<file path="src/rtl/keyword_hash_filter_lookup_assert.svh">
// ----------------------------------------------------------------------------
// Assertion macros for the keyword hash filter lookup block
// Clocked on clk, disabled while rst is high.
// ----------------------------------------------------------------------------
`ifndef KEYWORD_HASH_FILTER_LOOKUP_ASSERT_SVH
`define KEYWORD_HASH_FILTER_LOOKUP_ASSERT_SVH

// Same-cycle implication
`define KHFL_ASSERT_NOW(lbl, ante, cons, msg) \
  lbl: assert property (@(posedge clk) disable iff (rst) (ante) |-> (cons)) else $error(msg);

// Next-cycle implication
`define KHFL_ASSERT_NEXT(lbl, ante, cons, msg) \
  lbl: assert property (@(posedge clk) disable iff (rst) (ante) |=> (cons)) else $error(msg);

`endif

</file>
<file path="src/rtl/khfl_pkg.sv">
// ----------------------------------------------------------------------------
// khfl_pkg
// Shared types and constants of the keyword hash filter lookup block.
// ----------------------------------------------------------------------------
package khfl_pkg;

  localparam int DEFAULT_BUCKETS        = 2048;
  localparam int DEFAULT_NEEDED_ENTRIES = 16;
  localparam int QUEUE_DEPTH            = 4;

  // Input opcodes (carried on tuser)
  localparam logic [1:0] OP_KEY   = 2'd0;
  localparam logic [1:0] OP_DELTA = 2'd1;
  localparam logic [1:0] OP_TABLE = 2'd2;

  // Configuration register indexes
  localparam logic [2:0] REG_BUCKET_MULT  = 3'd0;
  localparam logic [2:0] REG_SLOT_MULT    = 3'd1;
  localparam logic [2:0] REG_BUCKET_COUNT = 3'd2;
  localparam logic [2:0] REG_SLOT_MODULUS = 3'd3;
  localparam logic [2:0] REG_NEEDED_COUNT = 3'd4;

  typedef enum logic [1:0] {
    JOB_LOOKUP,
    JOB_DELTA,
    JOB_TABLE
  } job_kind_t;

  // Queued job: lookup carries both hashes; delta carries the byte in h0;
  // table write carries the index in h0 and the slot in h1.
  typedef struct packed {
    job_kind_t   kind;
    logic [31:0] h0;
    logic [31:0] h1;
  } job_t;

  typedef struct packed {
    logic [31:0] bucket_mult;
    logic [31:0] slot_mult;
    logic [11:0] bucket_count;
    logic [7:0]  slot_modulus;
    logic [4:0]  needed_count;
  } cfg_t;

  typedef struct packed {
    logic [10:0] bucket;
    logic        filter_hit;
    logic [7:0]  slot;
    logic        matched;
    logic [3:0]  needed_index;
  } result_t;

endpackage

</file>
<file path="src/rtl/khfl_front.sv">
// ----------------------------------------------------------------------------
// khfl_front
// Accepts words, runs both string hashes per key byte, queues jobs.
// ----------------------------------------------------------------------------
module khfl_front (
  input  logic           clk,
  input  logic           rst,
  input  khfl_pkg::cfg_t cfg,
  input  logic           s_tvalid,
  output logic           s_tready,
  input  logic [23:0]    s_tdata,
  input  logic [1:0]     s_tuser,
  input  logic           s_tlast,
  input  logic           clearing,
  input  logic           q_full,
  output logic           q_push,
  output khfl_pkg::job_t q_job
);
  import khfl_pkg::*;

  logic [31:0] bucket_hash;
  logic [31:0] slot_hash;
  logic [31:0] bucket_hash_next;
  logic [31:0] slot_hash_next;
  logic        accept;
  logic [7:0]  data_byte;

  assign s_tready  = !clearing && !q_full;
  assign accept    = s_tvalid && s_tready;
  assign data_byte = s_tdata[7:0];

  // one multiply per hash per byte, low 32 bits kept
  assign bucket_hash_next = (bucket_hash ^ {24'b0, data_byte}) * cfg.bucket_mult;
  assign slot_hash_next   = (slot_hash ^ {24'b0, data_byte}) * cfg.slot_mult;

  // classify the word and build a job
  always_comb begin
    q_push = 1'b0;
    q_job  = '{kind: JOB_LOOKUP, h0: bucket_hash_next, h1: slot_hash_next};
    case (s_tuser)
      OP_KEY: begin
        q_push = accept && s_tlast;
      end
      OP_DELTA: begin
        q_push = accept;
        q_job  = '{kind: JOB_DELTA, h0: {24'b0, data_byte}, h1: 32'b0};
      end
      OP_TABLE: begin
        q_push = accept;
        q_job  = '{kind: JOB_TABLE, h0: {28'b0, s_tdata[11:8]}, h1: {24'b0, s_tdata[19:12]}};
      end
      default: begin
        q_push = 1'b0;
      end
    endcase
  end

  // running hashes, back to 1 after a key end
  always_ff @(posedge clk) begin
    if (rst) begin
      bucket_hash <= 32'd1;
      slot_hash   <= 32'd1;
    end else if (accept && s_tuser == OP_KEY) begin
      if (s_tlast) begin
        bucket_hash <= 32'd1;
        slot_hash   <= 32'd1;
      end else begin
        bucket_hash <= bucket_hash_next;
        slot_hash   <= slot_hash_next;
      end
    end
  end

endmodule

</file>
<file path="config.mk">
export PLATFORM = sky130hd
export DESIGN_NAME = khfl_front
export DESIGN_NICKNAME = d
export VERILOG_FILES = /design/src/rtl/keyword_hash_filter_lookup_assert.svh /design/src/rtl/khfl_pkg.sv /design/src/rtl/khfl_front.sv
export SDC_FILE = /design/constraint.sdc
export NUM_CORES = 2
export LEC_CHECK = 0
export BUFFER_PORTS_ARGS = -buffer_cell sky130_fd_sc_hd__buf_4
export CAP_MARGIN = 20
export CORE_ASPECT_RATIO = 0.7
export CORE_MARGIN = 8
export CORE_UTILIZATION = 40
export CTS_BUF_LIST = sky130_fd_sc_hd__clkbuf_8 sky130_fd_sc_hd__clkbuf_16
export DETAILED_ROUTE_END_ITERATION = 7
export HOLD_SLACK_MARGIN = 0.02
export PLACE_DENSITY_LB_ADDON = 0.2
export SKIP_CTS_REPAIR_TIMING = 1
export SYNTH_ARGS = -nofsm -noshare
export SYNTH_HDL_FRONTEND = slang
export SYNTH_SLANG_ARGS = --single-unit
</file>
<file path="constraint.sdc">
create_clock -name clk -period 12.28 [get_ports clk]
set_input_delay 1.842 -clock clk [delete_from_list [all_inputs] [get_ports clk]]
set_output_delay 1.842 -clock clk [all_outputs]
set_load 0.01 [all_outputs]
</file>
==> key figures <==
Status
  – Outcome: finished, final reports clean

GRT
  – GRT Resource Usage Total: 22.8%
  – Vias in the first global route: 27300
  – Pin count of the biggest net entering global routing: 76
  – First-pass GRT wire length: 168 mm
  – Initial antenna violation count: 5
  – Total gr overflow: 0

Drt
  – Initial drt markers: 1956
  – Detail Route Antenna Nets: 0
  – Vias: 25600
  – DR pass1 iterations: 6
  – DRC: 0
  – Vias/cell: 5.07
  – DRT Wirelength: approximately 110 mm
  – WL/cell: 21.3 um

Timing
  – Setup violators final: 0
  – Slew Limit Fails: 0
  – Worst slew margin: 24.4%
  – RSZ-0062 raised after global routing: no
  – Period utilization: 94.3%
  – Setup_tns: 0 ps
  – Fin worst setup slack: 705 ps
  – Slew @ Worst Pin: 1130 ps
  – Final Hold Vio Count: 0
  – Clk_skew: ~15 ps
  – F_max: about 0.086 GHz
  – Fin crit period: 11570 ps

Synthesis
  – Register area share after synthesis: under 10%
  – Synth Area in Adders: 56.9%
  – Synth Area in XOR/XNOR: under 10%
  – Mapped Area: 34300 um^2
  – Post-synth cell types: 57
  – Syn. warnings: 0
  – Synth Area in Compound Gates: 4.34%
  – Main combinational cell family by area after synthesis: adder cells
  – Mux cell area share after synthesis: 0%
  – Synth Register Bits: between 60 and 70
  – Total nets after synthesis: 5091
  – Post-synth EDFFs: 0
  – Asr flop ratio synth: 0%
  – Simple-gate area share of the yosys netlist: 19.0%
  – Syn avg cell area: 8.78 um^2
  – Syn Inst Count: between 3000 and 4000
  – Post-synth top flop: dfxtp_1

Hold path
  – Worst hold path type: register to register
  – Hold path depth: 2

CTS
  – Root buf cell: clkbuf_16
  – Worst skew pair latency: about 360 ps
  – CTS tree: done
  – CTS buffer count: 9
  – Clock tree buffer depth: 2
  – Clock transition at path regs: 70 ps
  – # H-tree levels: 3
  – Num Clock Sinks: 64

Floorplanning
  – Die W: 366 um
  – Starting density of the core: 40.5%
  – Core area: 84500 um^2
  – Die area: 95400 um^2
  – Rows: ~90
  – Ports: approximately 190
  – Die Y: 261 um

Place
  – Final HPWL DP: between 80 and 90 mm
  – Placement Setup Slack: 799 ps
  – Placed cell count: around 5000
  – GP Congestion: 0.887
  – Number of port buffers: 159

Setup path
  – Cell mode on critical path: fa_1
  – CP Launch Type: primary input
  – Crit. End Element: output pin
  – CP max FO: 11
  – Worst Path Arrival: 9730 ps
  – Delay-heaviest family, CP: adder cells
  – Slowest Stage Delay on Critical Path: 820 ps
  – Worst EP required: 10440 ps
  – Crit. path cell count: 25
  – Slowest stage cell, crit path: xor2_2
  – Crit Path Category: primary input to output pin
  – Register-to-Register Path Depth: 24
  – WP buf/inv: 7

Cells and area
  – Share of cells above drive strength 1: under 10%
  – Nets@finish: 5097
  – Area grow syn2layout: 7.83%
  – Non-Filler Instances: 5052
  – Number of fill cells: between 8000 and 9000

Run
  – Max Cap Violations: 0
==> placed cells by master (no fill, tap or decap), types with 15 or more instances in the layout <==
cell	n
and2_1	529
nand2_1	575
ha_1	251
xor2_1	49
xor2_2	15
nor3_1	17
buf_4	206
a21o_1	19
xnor2_1	125
nand3_1	15
o21ai_0	45
fa_1	816
nor2_1	144
dfxtp_1	64
a21oi_1	78
inv_1	810
a2bb2oi_1	26
==> metal layers <==
layer / part of all wire (%) / vias to the layer above / track usage [%]
li1: - / 11400 / -
met1: 50 / 13200 / 36.3
met2: 39 / 965 / 31.9
met3: 9.6 / 71 / 4.99
met4: 1.2 / 2 / 3.10
met5: 0.012 / - / 0
==> synth_stat cells (all sizes together), types with 4 or more instances <==
library cell / number / share of area [%]
fa: 816 / 48
inv: 810 / 8.9
nand2: 576 / 6.3
and2: 529 / 9.7
ha: 252 / 9.2
clkbuf: 205 / 2.2
nor2: 144 / 1.6
xnor2: 125 / 3.2
a21oi: 78 / 1.1
xor2: 65 / 1.7
dfxtp: 64 / 3.7
o21ai: 48 / 0.71
a2bb2oi: 26 / 0.66
a21o: 19 / 0.42
nor3: 17 / 0.25
nand3: 16 / 0.23
nand2b: 10 / 0.18
nor2b: 9 / 0.16
nand3b: 8 / 0.18
buf: 7 / 0.077
o21a: 7 / 0.15
or3: 6 / 0.11
a22oi: 5 / 0.11
o31ai: 5 / 0.11
a31oi: 4 / 0.073
==> through the flow <==
step	hold WS (ps)	utilization, %	cell area [um^2]
floorplan	432	-	34300
global placement	446	43.3	36600
detailed placement	448	43.3	36600
CTS	459	43.7	36900
global route	481	43.7	36900
finish	457	43.7	36900
==> area by class of cell <==
class	count	area, um^2	share of cell area [%]
diodes	2	5.00	0.0135
clock buffers	9	225	0.610
clock inverters	7	101	0.274
inverters	810	3040	8.23
multi-input cells	2816	29300	79.3
flip-flops and latches	64	1280	3.47
well taps	1137	1420	3.85
repair buffers	207	1570	4.24
==> logic make-up (layout without fill, tap and decap cells) <==
kind of cell,after synthesis,after routing
other cells,0,2
compound gates,228,228
simple gates,1330,1330
xor+xnor,190,190
fa+ha+maj,1068,1068
buf+inv,1022,1033
flops,64,64
==> flip-flops by register name, summed over array words and instances, names as in the netlist <==
name and cells:
slot_hash 32, bucket_hash 32
==> worst min-delay path, cell delays in order (launching register included) <==
cell,delay (ps)
dfxtp_1,310
nand2_1,50
a21oi_1,50
==> final timing paths <==
path                         from         endpoint  slack [ps]
setup / recovery       s_tdata[6]        q_job[31]         710
hold / removal    bucket_hash[31]  bucket_hash[31]         460
setup reg to reg     slot_hash[6]    slot_hash[31]        4180
hold reg to reg   bucket_hash[31]  bucket_hash[31]         460
Power is not shown: default switching activity piles up to over one toggle a cycle in this logic, so the estimate is an artifact.
