File: src/rtl/keyword_hash_filter_lookup_assert.svh
// ----------------------------------------------------------------------------
// Assertion macros for the keyword hash filter lookup block
// Clocked on clk, disabled while rst is high.
// ----------------------------------------------------------------------------
`ifndef KEYWORD_HASH_FILTER_LOOKUP_ASSERT_SVH
`define KEYWORD_HASH_FILTER_LOOKUP_ASSERT_SVH

// Same-cycle implication
`define KHFL_ASSERT_NOW(lbl, ante, cons, msg) \
  lbl: assert property (@(posedge clk) disable iff (rst) (ante) |-> (cons)) else $error(msg);

// Next-cycle implication
`define KHFL_ASSERT_NEXT(lbl, ante, cons, msg) \
  lbl: assert property (@(posedge clk) disable iff (rst) (ante) |=> (cons)) else $error(msg);

`endif

File: src/rtl/khfl_pkg.sv
// ----------------------------------------------------------------------------
// khfl_pkg
// Shared types and constants of the keyword hash filter lookup block.
// ----------------------------------------------------------------------------
package khfl_pkg;

  localparam int DEFAULT_BUCKETS        = 2048;
  localparam int DEFAULT_NEEDED_ENTRIES = 16;
  localparam int QUEUE_DEPTH            = 4;

  // Input opcodes (carried on tuser)
  localparam logic [1:0] OP_KEY   = 2'd0;
  localparam logic [1:0] OP_DELTA = 2'd1;
  localparam logic [1:0] OP_TABLE = 2'd2;

  // Configuration register indexes
  localparam logic [2:0] REG_BUCKET_MULT  = 3'd0;
  localparam logic [2:0] REG_SLOT_MULT    = 3'd1;
  localparam logic [2:0] REG_BUCKET_COUNT = 3'd2;
  localparam logic [2:0] REG_SLOT_MODULUS = 3'd3;
  localparam logic [2:0] REG_NEEDED_COUNT = 3'd4;

  typedef enum logic [1:0] {
    JOB_LOOKUP,
    JOB_DELTA,
    JOB_TABLE
  } job_kind_t;

  // Queued job: lookup carries both hashes; delta carries the byte in h0;
  // table write carries the index in h0 and the slot in h1.
  typedef struct packed {
    job_kind_t   kind;
    logic [31:0] h0;
    logic [31:0] h1;
  } job_t;

  typedef struct packed {
    logic [31:0] bucket_mult;
    logic [31:0] slot_mult;
    logic [11:0] bucket_count;
    logic [7:0]  slot_modulus;
    logic [4:0]  needed_count;
  } cfg_t;

  typedef struct packed {
    logic [10:0] bucket;
    logic        filter_hit;
    logic [7:0]  slot;
    logic        matched;
    logic [3:0]  needed_index;
  } result_t;

endpackage

File: src/rtl/khfl_fifo.sv
// ----------------------------------------------------------------------------
// khfl_fifo
// Short job queue between the front and back stages.
// ----------------------------------------------------------------------------
module khfl_fifo (
  input  logic          clk,
  input  logic          rst,
  input  logic          push,
  input  khfl_pkg::job_t push_job,
  output logic          full,
  input  logic          pop,
  output khfl_pkg::job_t pop_job,
  output logic          empty
);
  import khfl_pkg::*;

  localparam int PTR_W = (QUEUE_DEPTH > 1) ? $clog2(QUEUE_DEPTH) : 1;

  job_t             store [QUEUE_DEPTH];
  logic [PTR_W-1:0] wptr;
  logic [PTR_W-1:0] rptr;
  logic [PTR_W:0]   count;

  assign full    = (count == (PTR_W+1)'(QUEUE_DEPTH));
  assign empty   = (count == '0);
  assign pop_job = store[rptr];

  // pointers and fill level
  always_ff @(posedge clk) begin
    if (rst) begin
      wptr  <= '0;
      rptr  <= '0;
      count <= '0;
    end else begin
      if (push) begin
        wptr <= (wptr == PTR_W'(QUEUE_DEPTH - 1)) ? '0 : wptr + 1'b1;
      end
      if (pop) begin
        rptr <= (rptr == PTR_W'(QUEUE_DEPTH - 1)) ? '0 : rptr + 1'b1;
      end
      count <= count + (PTR_W+1)'(push) - (PTR_W+1)'(pop);
    end
  end

  // entry storage
  always_ff @(posedge clk) begin
    if (push) begin
      store[wptr] <= push_job;
    end
  end

endmodule

File: config.mk
export PLATFORM = sky130hd
export DESIGN_NAME = khfl_fifo
export DESIGN_NICKNAME = d
export VERILOG_FILES = /design/src/rtl/keyword_hash_filter_lookup_assert.svh /design/src/rtl/khfl_pkg.sv /design/src/rtl/khfl_fifo.sv
export SDC_FILE = /design/constraint.sdc
export NUM_CORES = 1
export LEC_CHECK = 0
export BUFFER_PORTS_ARGS = -buffer_cell sky130_fd_sc_hd__buf_2
export CORE_ASPECT_RATIO = 1.5
export CORE_MARGIN = 8
export CORE_UTILIZATION = 59
export CTS_BUF_LIST = sky130_fd_sc_hd__clkbuf_4
export DETAILED_ROUTE_END_ITERATION = 8
export PLACE_DENSITY = 0.85
export SLEW_MARGIN = 20
export SYNTH_ARGS = -nofsm -noshare
export SYNTH_HDL_FRONTEND = slang
export SYNTH_SLANG_ARGS = --single-unit
File: constraint.sdc
create_clock -name clk -period 3 [get_ports clk]
set_clock_uncertainty 0.05 [all_clocks]
set_input_delay 0.15 -clock clk [delete_from_list [all_inputs] [get_ports clk]]
set_output_delay 0.15 -clock clk [all_outputs]
set_load 0.005 [all_outputs]
==> impl_metrics.json, run 1 <==
{
  "synthTopCellsByArea": "edfxtp_1 79%, mux4_2 15%, dfxtp_1 1.8%",
  "wl_met2_microns": 10400,
  "crit_path_max_incr_delay_ns": 0.64,
  "cp.arrival_ns": 2.40,
  "critPathLaunchType": "flip-flop",
  "critical_path_required_ns": 2.80,
  "layout_setup_ws_ns": 0.402,
  "power.density_nw_per_um2": 628,
  "drt_wl_total_microns": 18800,
  "cts_tree": "built",
  "grt_overflow": 0,
  "syn-num-nets": 465,
  "dieArea_sq_um": 21400,
  "core_sq_um": 16700,
  "yosysMostFrequentCell": "edfxtp_1",
  "tightest_slew_ns": 1.01,
  "fillCellCount": 982,
  "vias_per_cell": 5.45,
  "synthXorXnorAreaFrac_pct": 0.238,
  "yosys.area_share.simple_pct": 0.903,
  "ios": 138,
  "synth_seq_cells": 273,
  "dp_hpwl_microns": 10600,
  "antenna_found_initial": 3,
  "cts_buffer_depth": 3,
  "crit_slowest_cell": "dfxtp_4",
  "setup.worst_path.end_class": "primary output",
  "synthCells": 387,
  "grt_pass1_wl_microns": 29300,
  "yosys.area.top_type": "edfxtp_1",
  "period_needed_ns": 2.60,
  "gp_congestion": 0.744,
  "routed-wl-met3_microns": 1120,
  "synth_edf_count": 264,
  "synth-compound-area-share_pct": 0.100,
  "seq_area_frac_synth_pct": 81.3,
  "preCtsSetupSlack_ns": 1.02,
  "portBuffers": 137,
  "irDropWorstVdd_uv": 429,
  "min_path_type": "primary input to flip-flop",
  "synth_top_family_by_area": "multiplexers",
  "clk_pin_slew_worst_paths_ns": 0.07,
  "synthAdderAreaFrac_pct": 1.08,
  "wl_per_cell_microns": 21.0,
  "worstSkewPairLatency_ns": 0.61,
  "grt_max_degree": 67,
  "cts_setup_buffers": 0,
  "cts-root-buf": "clkbuf_4",
  "synth_area_sq_um": 9970,
  "top_layer": "met4",
  "areaGrowthSynthToFinish_pct": 23.0,
  "drt_iter0_markers": 269,
  "drc_errors": 0,
  "slew_viol_final": 0,
  "nets": 717,
  "async_flop_share_pct": 0,
  "start_util_pct": 59.7,
  "fin_crit_sh_pct": 86.6,
  "hold_viol": 0,
  "ant_nets": 0,
  "synth_cell_types": 20,
  "synth_ff_type": "edfxtp_1",
  "drive_above_1_share_pct": 43.9,
  "wl_met1_microns": 6880,
  "fmax_mhz": 385,
  "synth_top_area_share_pct": 79.5,
  "yosysWarnings": 0,
  "leakagePower_nw": 4.28,
  "netlist_top_cells_count": "264 x edfxtp_1, 66 x mux4_2, 9 x dfxtp_1, 7 x ha_1, 6 x inv_1",
  "dieWidth_microns": 122,
  "die-height_microns": 175,
  "cp_max_fo": 22,
  "synthMuxAreaShare_pct": 15.1,
  "row_count": 58,
  "grt_pass1_vias": 5400,
  "slew_headroom_pct": 32.9,
  "drv_cap": 0,
  "clkSinkCount": 273,
  "finalSetupViolCount": 0,
  "path_class": "flip-flop to primary output",
  "status": "finished clean",
  "numCtsBuffers": 56,
  "postSynthAreaPerCell_sq_um": 25.8,
  "tns_ns": 0,
  "rsz0062_at_grt": "no",
  "cts.htree.levels": 2,
  "vias": 4892,
  "grt.total_usage_pct": 18.0,
  "drt-pass1-iter-count": 5,
  "crit_chain": "buf_4 -> mux4_2 -> buf_2"
}
==> through the flow <==
step,cells,hold slack [ns],instance area (sq um),util (%),power (mW)
global placement,722,0.310,10900,65.1,5.11
floorplan,387,0.169,9970,-,4.85
global route,896,0.194,12300,73.5,8.01
CTS,893,0.192,12300,73.4,7.78
finish,897,0.231,12300,73.5,7.71
detailed placement,722,0.318,10900,65.1,5.15
==> per-layer routing <==
metal	up-vias	track usage [%]
met5	-	0
met1	2494	21.2
met4	0	7.60
met3	38	3.97
met2	166	31.0
li1	2194	-
==> timing repair <==
action / in CTS / in global routing
resized for setup: 0 / 0
endpoints found under the hold margin: 273 / 0
hold buffers: 69 / 0
==> worst paths after layout <==
kind	slack (ns)	cells past startpoint	to	from
worst max-delay path	0.40	3	pop_job[46]	flip-flop
worst max register to register	1.05	3	store[2][15]	wptr[0]
worst min register to register	0.46	2	flip-flop	rptr[0]
worst min-delay path	0.23	2	store[1][15]	push_job[15]
==> kinds of logic after synthesis <==
group / after synthesis
compound gates: 2
mux: 68
fa+ha+maj: 8
xor+xnor: 1
flops: 273
simple gates: 15
buf+inv: 20
==> sequential cells by signal, summed over array words and instances (netlist names), named ones only <==
name and cells:
wptr 2, store 264, rptr 2, count 3
==> critical path: cells and delay by family, from the launching register on <==
| kind | cells | cell delay [ns] |
|---|---|---|
| flip-flops | 1 | 0.64 |
| multiplexers | 1 | 0.58 |
| buffers and inverters | 2 | 0.54 |
==> where the power goes <==
| group | switching [mW] | internal (mW) |
|---|---|---|
| Sequential | 0.0851 | 4.35 |
| Combinational | 0.307 | 0.387 |
| Clock | 1.27 | 1.31 |
| Total | 1.67 | 6.04 |
==> cell usage in the layout (no fill, tap or decap), types with 3 or more instances in the layout <==
cell,netlist,layout
buf_2,5,137
mux4_2,66,66
edfxtp_1,264,264
and2_4,0,4
nor2_1,3,3
dlygate4sd3_1,0,69
clkinv_1,0,15
diode_2,0,4
ha_1,7,7
dfxtp_1,9,7
inv_1,6,6
clkbuf_4,0,86
==> layout make-up <==
cell class                      instances  area (sq um)  area share, %
Tap cell                              210           263           2.14
Timing Repair Buffer                  208          1400           11.4
Clock inverter                         16          61.3          0.500
Multi-Input combinational cell         94          1750           14.2
Sequential cell                       273          8120           66.1
Antenna cell                            4          10.0         0.0816
Inverter                                6          22.5          0.184
Clock buffer                           86           646           5.26
Note: power is estimated with default switching activity, not from simulation.
==> inputs of run 2 (changes only) <==
--- a/config.mk
+++ b/config.mk
@@ -12,6 +12,7 @@
 export CTS_BUF_LIST = sky130_fd_sc_hd__clkbuf_4
 export DETAILED_ROUTE_END_ITERATION = 8
 export PLACE_DENSITY = 0.85
+export RECOVER_POWER = 50
 export SLEW_MARGIN = 20
 export SYNTH_ARGS = -nofsm -noshare
 export SYNTH_HDL_FRONTEND = slang
==> impl_metrics.json, run 2 (synthesized netlist as in run 1, its figures left out) <==
{
  "status": "finished with violations",
  "violations": "capacitance limit, slew limit",
  "crit_slowest_cell": "dfxtp_4",
  "fin_total_pwr_mw": 7.69,
  "clk_pin_slew_worst_paths_ns": 0.07,
  "drt_wl_total_microns": 18700,
  "fillCellCount": 1015,
  "drt_iter0_markers": 270,
  "leakagePower_nw": 4.09,
  "slew_headroom_pct": -17.2,
  "grt_overflow": 0,
  "cts_buffer_depth": 3,
  "numCtsBuffers": 56,
  "start_util_pct": 59.7,
  "die-height_microns": 175,
  "antenna_found_initial": 3,
  "tns_ns": 0,
  "areaGrowthSynthToFinish_pct": 22.2,
  "drc_errors": 0,
  "finalSetupViolCount": 0,
  "cp_max_fo": 22,
  "critical_path_required_ns": 2.80,
  "core_sq_um": 16700,
  "crit_chain": "buf_4 -> mux4_2 -> buf_2",
  "mostFrequentLayoutCell": "edfxtp_1",
  "final_cell_mix": "264 x edfxtp_1, 86 x clkbuf_4, 69 x dlygate4sd3_1, 69 x buf_2, 68 x clkbuf_1",
  "top_register": "store",
  "crit_path_max_incr_delay_ns": 0.64,
  "place_area_sq_um": 10900,
  "min_path_type": "primary input to flip-flop",
  "gp_congestion": 0.744,
  "drv_cap": 1,
  "power.density_nw_per_um2": 632,
  "cp_num_buf_inv": 2,
  "final_area_sq_um": 12200,
  "drt-pass1-iter-count": 4,
  "portBuffers": 137,
  "ant_nets": 0,
  "dieWidth_microns": 122,
  "cts_setup_buffers": 0,
  "path_class": "flip-flop to primary output",
  "hold_viol": 0,
  "irDropWorstVdd_uv": 420,
  "tightest_slew_ns": 1.76,
  "ios": 138,
  "fmax_mhz": 386,
  "rsz0062_at_grt": "no",
  "cp.arrival_ns": 2.39,
  "worstSkewPairLatency_ns": 0.61,
  "dp_hpwl_microns": 10600,
  "setup.worst_path.end_class": "primary output",
  "nets": 717,
  "grt_max_degree": 67,
  "crit_family": "flip-flops",
  "dieArea_sq_um": 21400,
  "grt_pass1_vias": 5400,
  "fin_crit_sh_pct": 86.4,
  "drive_above_1_share_pct": 34.0,
  "cts.htree.levels": 2,
  "critPathLaunchType": "flip-flop",
  "row_count": 58,
  "wl_per_cell_microns": 20.9,
  "largest_reg_flops": 264,
  "hold_depth": 3,
  "slew_viol_final": 67,
  "worstSetupPathDepth": 3,
  "period_needed_ns": 2.59,
  "grt.total_usage_pct": 18.0,
  "clkSinkCount": 273,
  "r2r_cells": 2,
  "preCtsSetupSlack_ns": 1.02,
  "vias": 4863,
  "top_regs": "store: 264 flops, count: 3 flops",
  "layout_setup_ws_ns": 0.407,
  "cts_tree": "built",
  "grt_pass1_wl_microns": 29300,
  "vias_per_cell": 5.42,
  "cts-root-buf": "clkbuf_4"
}
-- run 2: cell count changes in the layout (fill, tap and decap cells not counted) --
| cell | delta |
|---|---|
| and2_2 | +1 |
| and2_4 | -1 |
| buf_2 | -68 |
| clkbuf_1 | +68 |
-- run 2: timing repair --
action                                 in CTS  in global routing
setup endpoints to repair                   0                  0
resized for setup                           0                  0
hold buffers                               69                  0
endpoints found under the hold margin     273                  0
-- run 2: final cells by class --
type	instances	area [sq um]	share of cell area [%]
sequential	273	8120	66.6
antenna	4	10.0	0.0822
clock inverter	16	61.3	0.503
clock buffer	86	646	5.30
multi-input combinational	94	1750	14.3
tap	210	263	2.16
timing repair buffer	208	1320	10.8
inverter	6	22.5	0.185
-- run 2: final timing paths --
kind / slack [ns] / end / from
hold reg to reg: 0.46 / flip-flop / rptr[0]
setup reg to reg: 0.58 / store[1][49] / wptr[0]
hold / removal: 0.28 / count[1] / rst
setup / recovery: 0.41 / pop_job[46] / flip-flop
-- run 2: power breakdown --
| group | total [mW] | leakage [nW] | switching, mW | internal [mW] |
|---|---|---|---|---|
| registers | 4.44 | 2.50 | 0.0841 | 4.35 |
| logic | 0.679 | 1.16 | 0.308 | 0.371 |
| clock network | 2.58 | 0.423 | 1.27 | 1.31 |
| total | 7.69 | 4.09 | 1.67 | 6.03 |
-- run 2: worst register-to-register path: cells and delay by family (launching register included) --
family / cells / cell delay [ns]
flip-flops: 1 / 0.41
adder cells (fa/ha/maj): 1 / 0.18
AND/OR/NAND/NOR: 1 / 1.30
-- run 2: per-stage QoR --
| stage | util, % | hold slack (ns) | instances |
|---|---|---|---|
| after floorplan | - | 0.169 | 387 |
| after global placement | 65.1 | 0.310 | 722 |
| after detailed placement | 65.1 | 0.318 | 722 |
| after CTS | 73.4 | 0.192 | 893 |
| after global routing | 73.0 | 0.253 | 896 |
| final | 73.0 | 0.283 | 897 |
-- run 2: metal layers --
metal  share of wire (%)  up-vias  wire [microns]  track usage, %
met5                   0        -               0               0
met1                  37     2450            6870            21.2
met4                 2.5        0             475            7.60
li1                    -     2191               -               -
met2                  55      185           10200            31.0
met3                 6.2       37            1170            3.97
